### config.mk
export PLATFORM = sky130hd
export DESIGN_NAME = refcounted_cell_pool_allocator_flat
export DESIGN_NICKNAME = d
export VERILOG_FILES = /design/src/rtl/rcpa_pkg.sv /design/src/rtl/rcpa_req_if.sv /design/src/rtl/rcpa_rsp_if.sv /design/src/rtl/refcounted_cell_pool_allocator.sv /design/src/flat_wrapper.sv
export SDC_FILE = /design/constraint.sdc
export NUM_CORES = 1
export LEC_CHECK = 0
export BUFFER_PORTS_ARGS = -buffer_cell sky130_fd_sc_hd__buf_2
export CAP_MARGIN = 30
export CORE_MARGIN = 4
export CORE_UTILIZATION = 40
export DETAILED_ROUTE_END_ITERATION = 12
export GPL_TIMING_DRIVEN = 0
export PLACE_DENSITY = 0.61
export SKIP_CTS_REPAIR_TIMING = 1
export SLEW_MARGIN = 20
export SYNTH_ARGS = -nofsm -noshare
export SYNTH_HDL_FRONTEND = slang
export SYNTH_SLANG_ARGS = --single-unit
### constraint.sdc
create_clock -name i_clk -period 6.45 [get_ports i_clk]
set_input_delay 1.29 -clock i_clk [delete_from_list [all_inputs] [get_ports i_clk]]
set_output_delay 1.29 -clock i_clk [all_outputs]
set_load 0.01 [all_outputs]
### src/rtl/rcpa_pkg.sv
// Shared types and constants of the reference-counted cell pool allocator.
// Depends on nothing; the allocator and its testbench import it.
`timescale 1ns / 1ps

package rcpa_pkg;

    // Pool size and field widths
    localparam int NUM_CELLS = 64;
    localparam int CELL_W    = $clog2(NUM_CELLS);
    localparam int CNT_W     = $clog2(NUM_CELLS + 1);
    localparam int REF_BITS  = 8;
    localparam logic [REF_BITS-1:0] REF_MAX = '1;

    // Request modes
    typedef enum logic [1:0] {
        MODE_ALLOC  = 2'd0,
        MODE_ADD    = 2'd1,
        MODE_REMOVE = 2'd2,
        MODE_STATS  = 2'd3
    } t_mode;

    // Result status codes
    typedef enum logic [1:0] {
        ST_OK        = 2'd0,
        ST_EMPTY     = 2'd1,
        ST_NOT_ALLOC = 2'd2,
        ST_SATURATED = 2'd3
    } t_status;

endpackage

### src/rtl/rcpa_req_if.sv
// Request channel of the cell pool allocator: valid/ready plus request word.
// Depends on nothing.
`timescale 1ns / 1ps

interface rcpa_req_if;
    logic       valid;
    logic       ready;
    logic [1:0] mode;
    logic [5:0] cell_index;

    modport source (output valid, output mode, output cell_index, input ready);
    modport sink   (input valid, input mode, input cell_index, output ready);
endinterface

### src/rtl/rcpa_rsp_if.sv
// Result channel of the cell pool allocator: valid/ready plus result word.
// Depends on nothing.
`timescale 1ns / 1ps

interface rcpa_rsp_if;
    logic       valid;
    logic       ready;
    logic [1:0] status;
    logic [5:0] granted_cell;
    logic       released;
    logic [6:0] used_count;
    logic [6:0] peak_used;

    modport source (output valid, output status, output granted_cell, output released,
                    output used_count, output peak_used, input ready);
    modport sink   (input valid, input status, input granted_cell, input released,
                    input used_count, input peak_used, output ready);
endinterface

### src/rtl/refcounted_cell_pool_allocator.sv
// Reference-counted cell pool allocator: FIFO free ring plus per-cell counts.
// Depends on rcpa_pkg, rcpa_req_if and rcpa_rsp_if.
//
//   channel  | dir | word
//   ---------+-----+----------------------------------------------------
//   i_req    | in  | mode, cell_index
//   o_rsp    | out | status, granted_cell, released, used_count, peak_used
//
// One word per cycle sustained while results are taken; a request is registered in
// the read stage, then its result in the result register. The read stage reads the
// free ring and count memories, the decide stage decides and writes them back, with
// write-first bypass toward the next word's read. Reset is usable at once: per-entry
// valid bits stand in for the initial ring contents and zero counts. A stalled result
// holds the decide stage, while the read stage still takes a word when it is empty.
`timescale 1ns / 1ps

module refcounted_cell_pool_allocator
    import rcpa_pkg::*;
(
    input  logic         i_clk,
    input  logic         i_rst_n,
    rcpa_req_if.sink     i_req,
    rcpa_rsp_if.source   o_rsp
);

    // Memories and their valid bits
    logic [CELL_W-1:0]   ring_mem [NUM_CELLS];
    logic [REF_BITS-1:0] ref_mem  [NUM_CELLS];
    logic [NUM_CELLS-1:0] r_ring_vld;
    logic [NUM_CELLS-1:0] r_ref_vld;

    // Read stage registers
    logic                r_s1_valid;
    t_mode               r_s1_mode;
    logic [CELL_W-1:0]   r_s1_idx;
    logic [REF_BITS-1:0] r_rc_mem;
    logic [REF_BITS-1:0] r_rc_byp;
    logic                r_rc_use_mem;
    logic [CELL_W-1:0]   r_ring_mem;
    logic [CELL_W-1:0]   r_ring_byp;
    logic                r_ring_use_mem;

    // Architectural state
    logic [CELL_W-1:0] r_free_head, n_free_head;
    logic [CELL_W-1:0] r_free_tail, n_free_tail;
    logic [CNT_W-1:0]  r_free_count, n_free_count;
    logic [CNT_W-1:0]  r_in_use, n_in_use;
    logic [CNT_W-1:0]  r_peak, n_peak;

    // Result register
    logic              r_out_valid;
    t_status           r_out_status, n_out_status;
    logic [CELL_W-1:0] r_out_granted, n_out_granted;
    logic              r_out_released, n_out_released;
    logic [CNT_W-1:0]  r_out_used;
    logic [CNT_W-1:0]  r_out_peak;

    // Write ports
    logic                ref_we;
    logic [CELL_W-1:0]   ref_waddr;
    logic [REF_BITS-1:0] ref_wdata;
    logic                ring_we;

    logic                fire2;
    logic                in_fire;
    logic [REF_BITS-1:0] rc;
    logic [CELL_W-1:0]   head_cell;

    // Handshake
    assign fire2       = r_s1_valid && (!r_out_valid || o_rsp.ready);
    assign i_req.ready = !r_s1_valid || fire2;
    assign in_fire     = i_req.valid && i_req.ready;

    // Effective read data: memory when written, bypass or reset value otherwise
    assign rc        = r_rc_use_mem   ? r_rc_mem   : r_rc_byp;
    assign head_cell = r_ring_use_mem ? r_ring_mem : r_ring_byp;

    // Ring position advance with wrap
    function automatic logic [CELL_W-1:0] ring_next(input logic [CELL_W-1:0] pos);
        ring_next = (pos == CELL_W'(NUM_CELLS - 1)) ? '0 : pos + 1'b1;
    endfunction

    // Decide stage: status, memory writes, next pointers and counters.
    // cell_index always fits the pool, so no range check is needed.
    always_comb begin
        n_free_head    = r_free_head;
        n_free_tail    = r_free_tail;
        n_free_count   = r_free_count;
        n_in_use       = r_in_use;
        n_peak         = r_peak;
        n_out_status   = ST_OK;
        n_out_granted  = '0;
        n_out_released = 1'b0;
        ref_we         = 1'b0;
        ref_waddr      = r_s1_idx;
        ref_wdata      = rc;
        ring_we        = 1'b0;
        if (fire2) begin
            case (r_s1_mode)
                MODE_ALLOC: begin
                    if (r_free_count == '0) begin
                        n_out_status = ST_EMPTY;
                    end else begin
                        n_out_granted = head_cell;
                        n_free_head   = ring_next(r_free_head);
                        n_free_count  = r_free_count - 1'b1;
                        ref_we        = 1'b1;
                        ref_waddr     = head_cell;
                        ref_wdata     = REF_BITS'(1);
                        n_in_use      = r_in_use + 1'b1;
                        if (n_in_use > r_peak) begin
                            n_peak = n_in_use;
                        end
                    end
                end
                MODE_ADD: begin
                    if (rc == '0) begin
                        n_out_status = ST_NOT_ALLOC;
                    end else if (rc == REF_MAX) begin
                        n_out_status = ST_SATURATED;
                    end else begin
                        ref_we    = 1'b1;
                        ref_wdata = rc + 1'b1;
                    end
                end
                MODE_REMOVE: begin
                    if (rc == '0) begin
                        n_out_status = ST_NOT_ALLOC;
                    end else begin
                        ref_we    = 1'b1;
                        ref_wdata = rc - 1'b1;
                        // last reference gone: back to the ring tail
                        if (rc == REF_BITS'(1)) begin
                            ring_we        = 1'b1;
                            n_free_tail    = ring_next(r_free_tail);
                            n_out_released = 1'b1;
                            if (r_free_count < CNT_W'(NUM_CELLS)) begin
                                n_free_count = r_free_count + 1'b1;
                            end
                            if (r_in_use != '0) begin
                                n_in_use = r_in_use - 1'b1;
                            end
                        end
                    end
                end
                default: begin
                    n_out_status = ST_OK;
                end
            endcase
        end
    end

    // Memory writes
    always_ff @(posedge i_clk) begin
        if (ring_we) begin
            ring_mem[r_free_tail] <= r_s1_idx;
        end
        if (ref_we) begin
            ref_mem[ref_waddr] <= ref_wdata;
        end
    end

    // Memory reads for the incoming word, bypassing a same-cycle write
    always_ff @(posedge i_clk) begin
        if (in_fire) begin
            r_s1_mode      <= t_mode'(i_req.mode);
            r_s1_idx       <= i_req.cell_index;
            r_rc_mem       <= ref_mem[i_req.cell_index];
            r_ring_mem     <= ring_mem[n_free_head];
            if (ref_we && ref_waddr == i_req.cell_index) begin
                r_rc_byp     <= ref_wdata;
                r_rc_use_mem <= 1'b0;
            end else begin
                r_rc_byp     <= '0;
                r_rc_use_mem <= r_ref_vld[i_req.cell_index];
            end
            if (ring_we && r_free_tail == n_free_head) begin
                r_ring_byp     <= r_s1_idx;
                r_ring_use_mem <= 1'b0;
            end else begin
                r_ring_byp     <= n_free_head;
                r_ring_use_mem <= r_ring_vld[n_free_head];
            end
        end
    end

    // Control state, valid bits and counters
    always_ff @(posedge i_clk) begin
        if (!i_rst_n) begin
            r_s1_valid   <= 1'b0;
            r_out_valid  <= 1'b0;
            r_ring_vld   <= '0;
            r_ref_vld    <= '0;
            r_free_head  <= '0;
            r_free_tail  <= '0;
            r_free_count <= CNT_W'(NUM_CELLS);
            r_in_use     <= '0;
            r_peak       <= '0;
        end else begin
            if (in_fire) begin
                r_s1_valid <= 1'b1;
            end else if (fire2) begin
                r_s1_valid <= 1'b0;
            end
            if (fire2) begin
                r_out_valid <= 1'b1;
            end else if (o_rsp.ready) begin
                r_out_valid <= 1'b0;
            end
            if (ring_we) begin
                r_ring_vld[r_free_tail] <= 1'b1;
            end
            if (ref_we) begin
                r_ref_vld[ref_waddr] <= 1'b1;
            end
            r_free_head  <= n_free_head;
            r_free_tail  <= n_free_tail;
            r_free_count <= n_free_count;
            r_in_use     <= n_in_use;
            r_peak       <= n_peak;
        end
    end

    // Result word
    always_ff @(posedge i_clk) begin
        if (fire2) begin
            r_out_status   <= n_out_status;
            r_out_granted  <= n_out_granted;
            r_out_released <= n_out_released;
            r_out_used     <= n_in_use;
            r_out_peak     <= n_peak;
        end
    end

    assign o_rsp.valid        = r_out_valid;
    assign o_rsp.status       = r_out_status;
    assign o_rsp.granted_cell = r_out_granted;
    assign o_rsp.released     = r_out_released;
    assign o_rsp.used_count   = r_out_used;
    assign o_rsp.peak_used    = r_out_peak;

endmodule

### src/flat_wrapper.sv
// flat-port wrapper written by rule: the top's interface ports become plain ports
module refcounted_cell_pool_allocator_flat import rcpa_pkg::*;
  (i_clk, i_rst_n, i_req_valid, i_req_mode, i_req_cell_index, i_req_ready, o_rsp_valid, o_rsp_status, o_rsp_granted_cell, o_rsp_released, o_rsp_used_count, o_rsp_peak_used, o_rsp_ready);
  rcpa_req_if i_req_i ();
  rcpa_rsp_if o_rsp_i ();
  input  logic i_clk;
  input  logic i_rst_n;
  input wire logic [$bits(i_req_i.valid)-1:0] i_req_valid;
  input wire logic [$bits(i_req_i.mode)-1:0] i_req_mode;
  input wire logic [$bits(i_req_i.cell_index)-1:0] i_req_cell_index;
  output wire logic [$bits(i_req_i.ready)-1:0] i_req_ready;
  output wire logic [$bits(o_rsp_i.valid)-1:0] o_rsp_valid;
  output wire logic [$bits(o_rsp_i.status)-1:0] o_rsp_status;
  output wire logic [$bits(o_rsp_i.granted_cell)-1:0] o_rsp_granted_cell;
  output wire logic [$bits(o_rsp_i.released)-1:0] o_rsp_released;
  output wire logic [$bits(o_rsp_i.used_count)-1:0] o_rsp_used_count;
  output wire logic [$bits(o_rsp_i.peak_used)-1:0] o_rsp_peak_used;
  input wire logic [$bits(o_rsp_i.ready)-1:0] o_rsp_ready;
  assign i_req_i.valid = i_req_valid;
  assign i_req_i.mode = i_req_mode;
  assign i_req_i.cell_index = i_req_cell_index;
  assign i_req_ready = i_req_i.ready;
  assign o_rsp_valid = o_rsp_i.valid;
  assign o_rsp_status = o_rsp_i.status;
  assign o_rsp_granted_cell = o_rsp_i.granted_cell;
  assign o_rsp_released = o_rsp_i.released;
  assign o_rsp_used_count = o_rsp_i.used_count;
  assign o_rsp_peak_used = o_rsp_i.peak_used;
  assign o_rsp_i.ready = o_rsp_ready;
  refcounted_cell_pool_allocator u_core (.i_clk(i_clk), .i_rst_n(i_rst_n), .i_req(i_req_i), .o_rsp(o_rsp_i));
endmodule
==> results by group, run 1 <==
STA
  – RSZ-0062 raised after global routing: false
  – Worst-margin pin slew: 1040 ps
  – Tcrit/Tclk final: 74.2%
  – Max Slew Vio Count: 0
  – Clock Skews: ~14 ps
  – Fin crit period: roughly 4800 ps
  – Fmax: ~0.21 GHz
  – Hold Fails Final Rpt: 0
  – Slew headroom: 30.7%
  – Setup violators final: 0
  – Final setup margin: 1670 ps

Global route
  – Largest net degree at the start of global routing: 66
  – Initial antenna violation count: 2
  – Vias in the first global route: 25400
  – Global-route wire length before repair: 172000 um
  – Gr ovfl total: 0
  – Total GRT Usage: 19.7%

Setup path
  – Worst r2r src: u_core.r_rc_use_mem
  – Critical Path AT: 5120 ps
  – Critical Path Source: u_core.r_rc_use_mem
  – Critical path endpoint category: register
  – CP Launch Type: register
  – CP Class: register to register
  – CP required: 6790 ps
  – Crit-path max FO: 10

Synthesis
  – Yosys reg bits: around 1100
  – Post-synth EDFFs: 957
  – Top post-synthesis cells by area: edfxtp_1, mux4_2, dfxtp_1
  – Top cell type by total area after synthesis: edfxtp_1
  – Synthesized Nets: approximately 2800
  – Yosys warning count: 0
  – Post-synth top flop: edfxtp_1
  – Mean Syn Cell Area: 16.2 um^2
  – Register area share after synthesis: 70.8%
  – Syn Std Cell Area: about 0.045 mm^2
  – Synth Instances: ~2800
  – Post-synth cell types: 81
  – Fraction of synthesis flops using an asynchronous set or reset pin: 0%
  – Top-area cell type share of the netlist area: 63.6%

Clock tree
  – CTS tree: yes
  – CTS Root Cell: clkbuf_16
  – Clk sinks: 1120
  – Skew-Pair Late Insertion Delay: 690 ps
  – CTS Buffer Depth: 3
  – CTS Buf Count: 109
  – H-tree lvl count: 3
  – Clock-pin slew on the worst setup and hold paths: 70 ps

Die
  – Placeable core area: 0.112 mm^2
  – Die height: around 340 um
  – Die ar.: 0.118 mm^2
  – Core Rows: 123
  – Initial Util: around two fifths
  – Die width: 344 um
  – Boundary pin count: 37

Power and ir drop
  – Design Power: 0.0152 W
  – Power per cell area: just under 300 mW/mm^2
  – Sw Pwr: 0.00327 W
  – VDD IR-drop max: 210 uV
  – Switching Share: between 20% and 30%
  – Logic pwr share: between 5 and 6%
  – Clk pwr share: a little over two fifths
  – LEAKAGE: roughly 17 nW
  – Part of the power in registers: 52.4%
  – Int Pwr: ~0.012 W

Layout
  – Final net count: 3030
  – Share of layout cells above drive strength 1: 18.8%
  – P&R area growth vs syn: 14.9%
  – Commonest non-fill, non-tap cell in the layout: edfxtp_1
  – Most frequent cells in the layout: edfxtp_1, nand2_1, mux4_2

Run
  – Maxcap violations: 0

Detailed routing
  – Post-DRT Antenna Nets: 0
  – Detailed Route Iter0 Violations: 2931
  – Post-Route WL: 116000 um
  – Vias/cell: 5.62
  – First-pass DRT Iterations: 9
  – Vias: between 20000 and 30000
  – DRC: 0
  – WL per Instance: about 25 um

Outcome
  – Status: finished clean

Placement
  – DP Wirelength: 81700 um
  – Worst slack at placement: 1100 ps
  – Placer Congestion: ~1.0
  – Port Buffer Count: 35

Worst hold path
  – Min-Delay Path Class: register to register
  – Worst hold start: u_core.r_ref_vld[30]
==> through the flow <==
stage | utilization (%) | instance area (um^2) | hold WS (ps) | setup TNS (ps) | std cells
floorplan | - | 45200 | 420 | 0 | 2792
global placement | 42.0 | 47200 | 428 | -1018940 | 4327
finish | 46.2 | 51900 | 451 | 0 | 4588
detailed placement | 42.9 | 48200 | 440 | 0 | 4375
global route | 46.2 | 51900 | 471 | 0 | 4587
CTS | 46.1 | 51800 | 455 | 0 | 4578
==> sequential cells by signal, indices dropped and copies added, names as in the netlist, 7 cells and up <==
signal,flops
u_core.o_rsp.peak_used,7
u_core.o_rsp.used_count,7
u_core.r_free_count,7
u_core.r_in_use,7
u_core.r_peak,7
u_core.r_rc_byp,8
u_core.r_rc_mem,8
u_core.r_ref_vld,64
u_core.r_ring_vld,64
u_core.ref_mem,512
u_core.ring_mem,384
==> Yosys cell counts (34+ instances only) <==
cell type / instances
a31oi_1: 36
nand3_1: 92
nor2_1: 178
mux4_2: 226
buf_2: 37
nand2_1: 312
o21ai_0: 73
clkbuf_1: 91
a211oi_1: 34
dfxtp_1: 163
a21oi_1: 38
o21a_1: 99
and3_1: 69
edfxtp_1: 957
==> cell type report <==
cell class,count,area (um^2)
Antenna cell,1,2.50
Tap cell,1500,1880
Inverter,19,71.3
Clock buffer,145,2950
Multi-Input combinational cell,1490,12500
Fill cell,9762,60500
Buffer,163,729
Sequential cell,1120,32000
Timing Repair Buffer,92,1120
Clock inverter,58,652
==> worst paths after layout <==
| path | slack [ps] | depth (start not counted) | to |
|---|---|---|---|
| hold / removal | 450 | 2 | u_core.r_ref_vld[30] |
| setup / recovery | 1670 | 13 | u_core.ref_mem[41][5] |
| hold reg to reg | 450 | 2 | u_core.r_ref_vld[30] |
| setup reg to reg | 1670 | 13 | u_core.ref_mem[41][5] |
==> critical path, cell delays in order, from the launching register on <==
cell	delay [ps]
edfxtp_1	340
buf_6	120
buf_2	260
mux2i_1	640
ha_1	260
clkbuf_1	460
nand3_1	350
nor2_1	380
nor2_1	140
nand2_1	210
nor2_1	150
nand2_1	210
clkbuf_1	520
nor2_1	370
==> logic make-up (layout without fill, tap and decap cells) <==
family | Yosys count | after routing | synth area share, %
adders and majority gates | 23 | 23 | 0.654
xor gates and xnor gates | 35 | 35 | 0.679
other | 0 | 1 | 0
muxes | 257 | 257 | 12.0
buffers and inverters | 182 | 477 | 1.77
and+or+nand+nor | 802 | 802 | 8.43
AOI/OAI and AO/OA | 373 | 373 | 5.64
DFF | 1120 | 1120 | 70.8
==> routing by layer <==
layer  up-vias  share of wire, %  global-route usage [%]
li1      11300                 -                       -
met1     13200                42                    26.8
met2       967                48                    32.2
met3       250               6.3                    3.26
met4         2               3.8                    6.80
met5         -             0.030                       0
==> power groups by stage <==
| stage | Combinational [W] | Clock [W] | Sequential [W] |
|---|---|---|---|
| finish | 0.000799 | 0.00644 | 0.00797 |
| global placement | 0.000645 | 0 | 0.00820 |
| global route | 0.000846 | 0.00684 | 0.00797 |
| floorplan | 0.000394 | 0 | 0.00815 |
| CTS | 0.000798 | 0.00652 | 0.00797 |
| detailed placement | 0.000796 | 0 | 0.00813 |
Note: power is estimated with default switching activity, not from simulation.
==> run 2, diff against run 1 <==
- PLACE_DENSITY: 0.61 -> 0.63
- clock period: 6.45 -> 3.9 ns (I/O delays scaled with it)
==> results by group, run 2 (synthesis gave the netlist of run 1 again) <==
Outcome
  – Status: complete, but fails checks
  – Failing checks: setup timing

Detailed routing
  – Met3 WL: 8090 um (+10%)
  – Post-DRT Antenna Nets: 0 (unchanged)
  – WL per Instance: 25.4 um (+0.23%)
  – Highest metal layer with signal wires: met5
  – Vias: 26000 (+1.1%)
  – Metal2 WL: 56200 um (+0.27%)
  – Post-Route WL: 117000 um (+0.23%)
  – WL met1: 47800 um (-1.5%)
  – Detailed Route Iter0 Violations: 2900 (-1.1%)
  – Vias/cell: 5.68 (+1.1%)
  – First-pass DRT Iterations: 5 (-4)
  – DRC: 0 (unchanged)

Setup path
  – CP required: 4340 ps (-2450 ps)
  – CP Launch Type: register
  – CP Class: register to register
  – Critical Path AT: 4390 ps (-730 ps)
  – Crit-path max FO: 10 (unchanged)
  – Critical path endpoint category: register

Clock tree
  – Clk sinks: 1120 (unchanged)
  – CTS tree: yes
  – H-tree lvl count: 3 (unchanged)
  – Skew-Pair Late Insertion Delay: 690 ps (about the same)
  – CTS Buf Count: 108 (-0.92%)
  – Clock-pin slew on the worst setup and hold paths: 60 ps (about the same)
  – CTS Root Cell: clkbuf_16
  – CTS Buffer Depth: 3 (unchanged)

Die
  – Initial Util: 40.2% (unchanged)
  – Die height: 344 um (unchanged)
  – Die ar.: 0.118 mm^2 (unchanged)
  – Boundary pin count: 37 (unchanged)
  – Die width: 344 um (unchanged)
  – Core Rows: 123 (unchanged)
  – Placeable core area: 0.112 mm^2 (unchanged)

Global route
  – Global-route wire length before repair: 170000 um (-0.97%)
  – Gr ovfl total: 0 (unchanged)
  – Largest net degree at the start of global routing: 66 (unchanged)
  – Vias in the first global route: 25500 (+0.43%)
  – Initial antenna violation count: 2 (unchanged)
  – Total GRT Usage: 19.4% (-0.25 points)

STA
  – Clock Skews: 20.8 ps (+6.72 ps)
  – Fin crit period: 3950 ps (-834 ps)
  – RSZ-0062 raised after global routing: true
  – Max Slew Vio Count: 0 (unchanged)
  – Setup violators final: 20 (+20)
  – Hold Fails Final Rpt: 0 (unchanged)
  – Final setup margin: -48.6 ps (-1720 ps)
  – Fmax: 0.253 GHz (+21%)
  – Worst-margin pin slew: 997 ps (-42.8 ps)
  – Slew headroom: 33.6% (+2.9 points)
  – Tcrit/Tclk final: 101% (+27 points)

Placement
  – Placer Congestion: 0.985 (-3.7%)
  – DP Wirelength: 81300 um (-0.55%)
  – Post-place instance area: 0.0481 mm^2 (-0.15%)
  – Port Buffer Count: 35 (unchanged)

Layout
  – Sequential cell area: 0.0320 mm^2 (unchanged)
  – Final core utilization: 46.8% (+0.62 points)
  – Biggest regs: u_core.ref_mem: 512 flops, u_core.ring_mem: 384 flops
  – Final net count: 3028 (-0.066%)
  – P&R area growth vs syn: 16.4%
  – Commonest non-fill, non-tap cell in the layout: edfxtp_1
  – Most frequent cells in the layout: edfxtp_1, nand2_1, mux4_2
  – Most flop-heavy register: u_core.ref_mem
  – Max FFs per register: 512 (unchanged)
  – Share of layout cells above drive strength 1: 23.5% (+4.7 points)
  – Area of the multi-input gates: 0.0133 mm^2 (+6.3%)
  – Final Cell Area: 0.0526 mm^2 (+1.3%)
  – # fillers: 9541 (-2.3%)
  – Antenna Cells: 0 (-1)

Power and ir drop
  – VDD IR-drop max: 423 uV (+100%)
  – LEAKAGE: 17.0 nW (+0.46%)
  – Power per cell area: 472 mW/mm^2 (+61%)
  – Design Power: 0.0248 W (+63%)

Run
  – Maxcap violations: 0 (unchanged)

Worst hold path
  – Min-Delay Path Class: input port to register
[run 2: cell types whose count changed in the layout (fill, tap and decap cells not counted), sizes merged]
| cell | previous run | this run |
|---|---|---|
| clkinv | 39 | 26 |
| diode | 1 | 0 |
| inv | 23 | 29 |
| clkinvlp | 3 | 4 |
| bufinv | 12 | 3 |
| clkbuf | 236 | 254 |
| buf | 164 | 162 |
[run 2: final cells by class]
type | instances | area share [%]
multi-input combinational | 1490 | 25.2
buffer | 160 | 1.45
timing repair buffer | 94 | 2.11
inverter | 19 | 0.136
clock buffer | 162 | 5.93
clock inverter | 43 | 0.702
tap | 1500 | 3.57
sequential | 1120 | 60.9
[run 2: through the flow]
stage,hold slack (ps),TNS (ps),cells,setup WS [ps]
after floorplan,420,-67510,2792,-594
after global placement,428,-1811810,4327,-3520
after detailed placement,440,-454860,4370,-1020
after CTS,229,-358450,4575,-931
after global routing,248,-13230,4588,-167
final,263,-223,4588,-48.6
[run 2: critical path, cell delays in order, from the launching register on]
cell	delay (ps)
edfxtp_1	530
nor2_1	290
a21boi_4	380
nand2_2	150
buf_4	220
o31a_1	430
nor2_2	390
nand2_1	300
o22ai_1	590
a22oi_1	140
and4_1	250
[run 2: power by group]
group	switching, W	total [W]	internal [W]
logic	0.000870	0.00136	0.000494
registers	0.0000481	0.0132	0.0131
clock network	0.00452	0.0103	0.00576
total	0.00544	0.0248	0.0194
[run 2: metal layers]
layer,GRT usage (%),vias to the layer above
met5,0,-
met4,7.23,2
met3,3.59,251
met2,31.4,1046
met1,26.4,13400
li1,-,11300
[run 2: worst paths after layout]
path | from | endpoint | slack, ps | cells after the start
worst max-delay path | u_core.r_s1_mode[0] | u_core.r_ring_mem[3] | -50 | 10
worst min-delay path | i_req_mode[0] | u_core.r_s1_mode[0] | 260 | 1
worst max register to register | u_core.r_s1_mode[0] | u_core.r_ring_mem[3] | -50 | 10
worst min register to register | u_core.r_ref_vld[14] | u_core.r_ref_vld[14] | 450 | 2
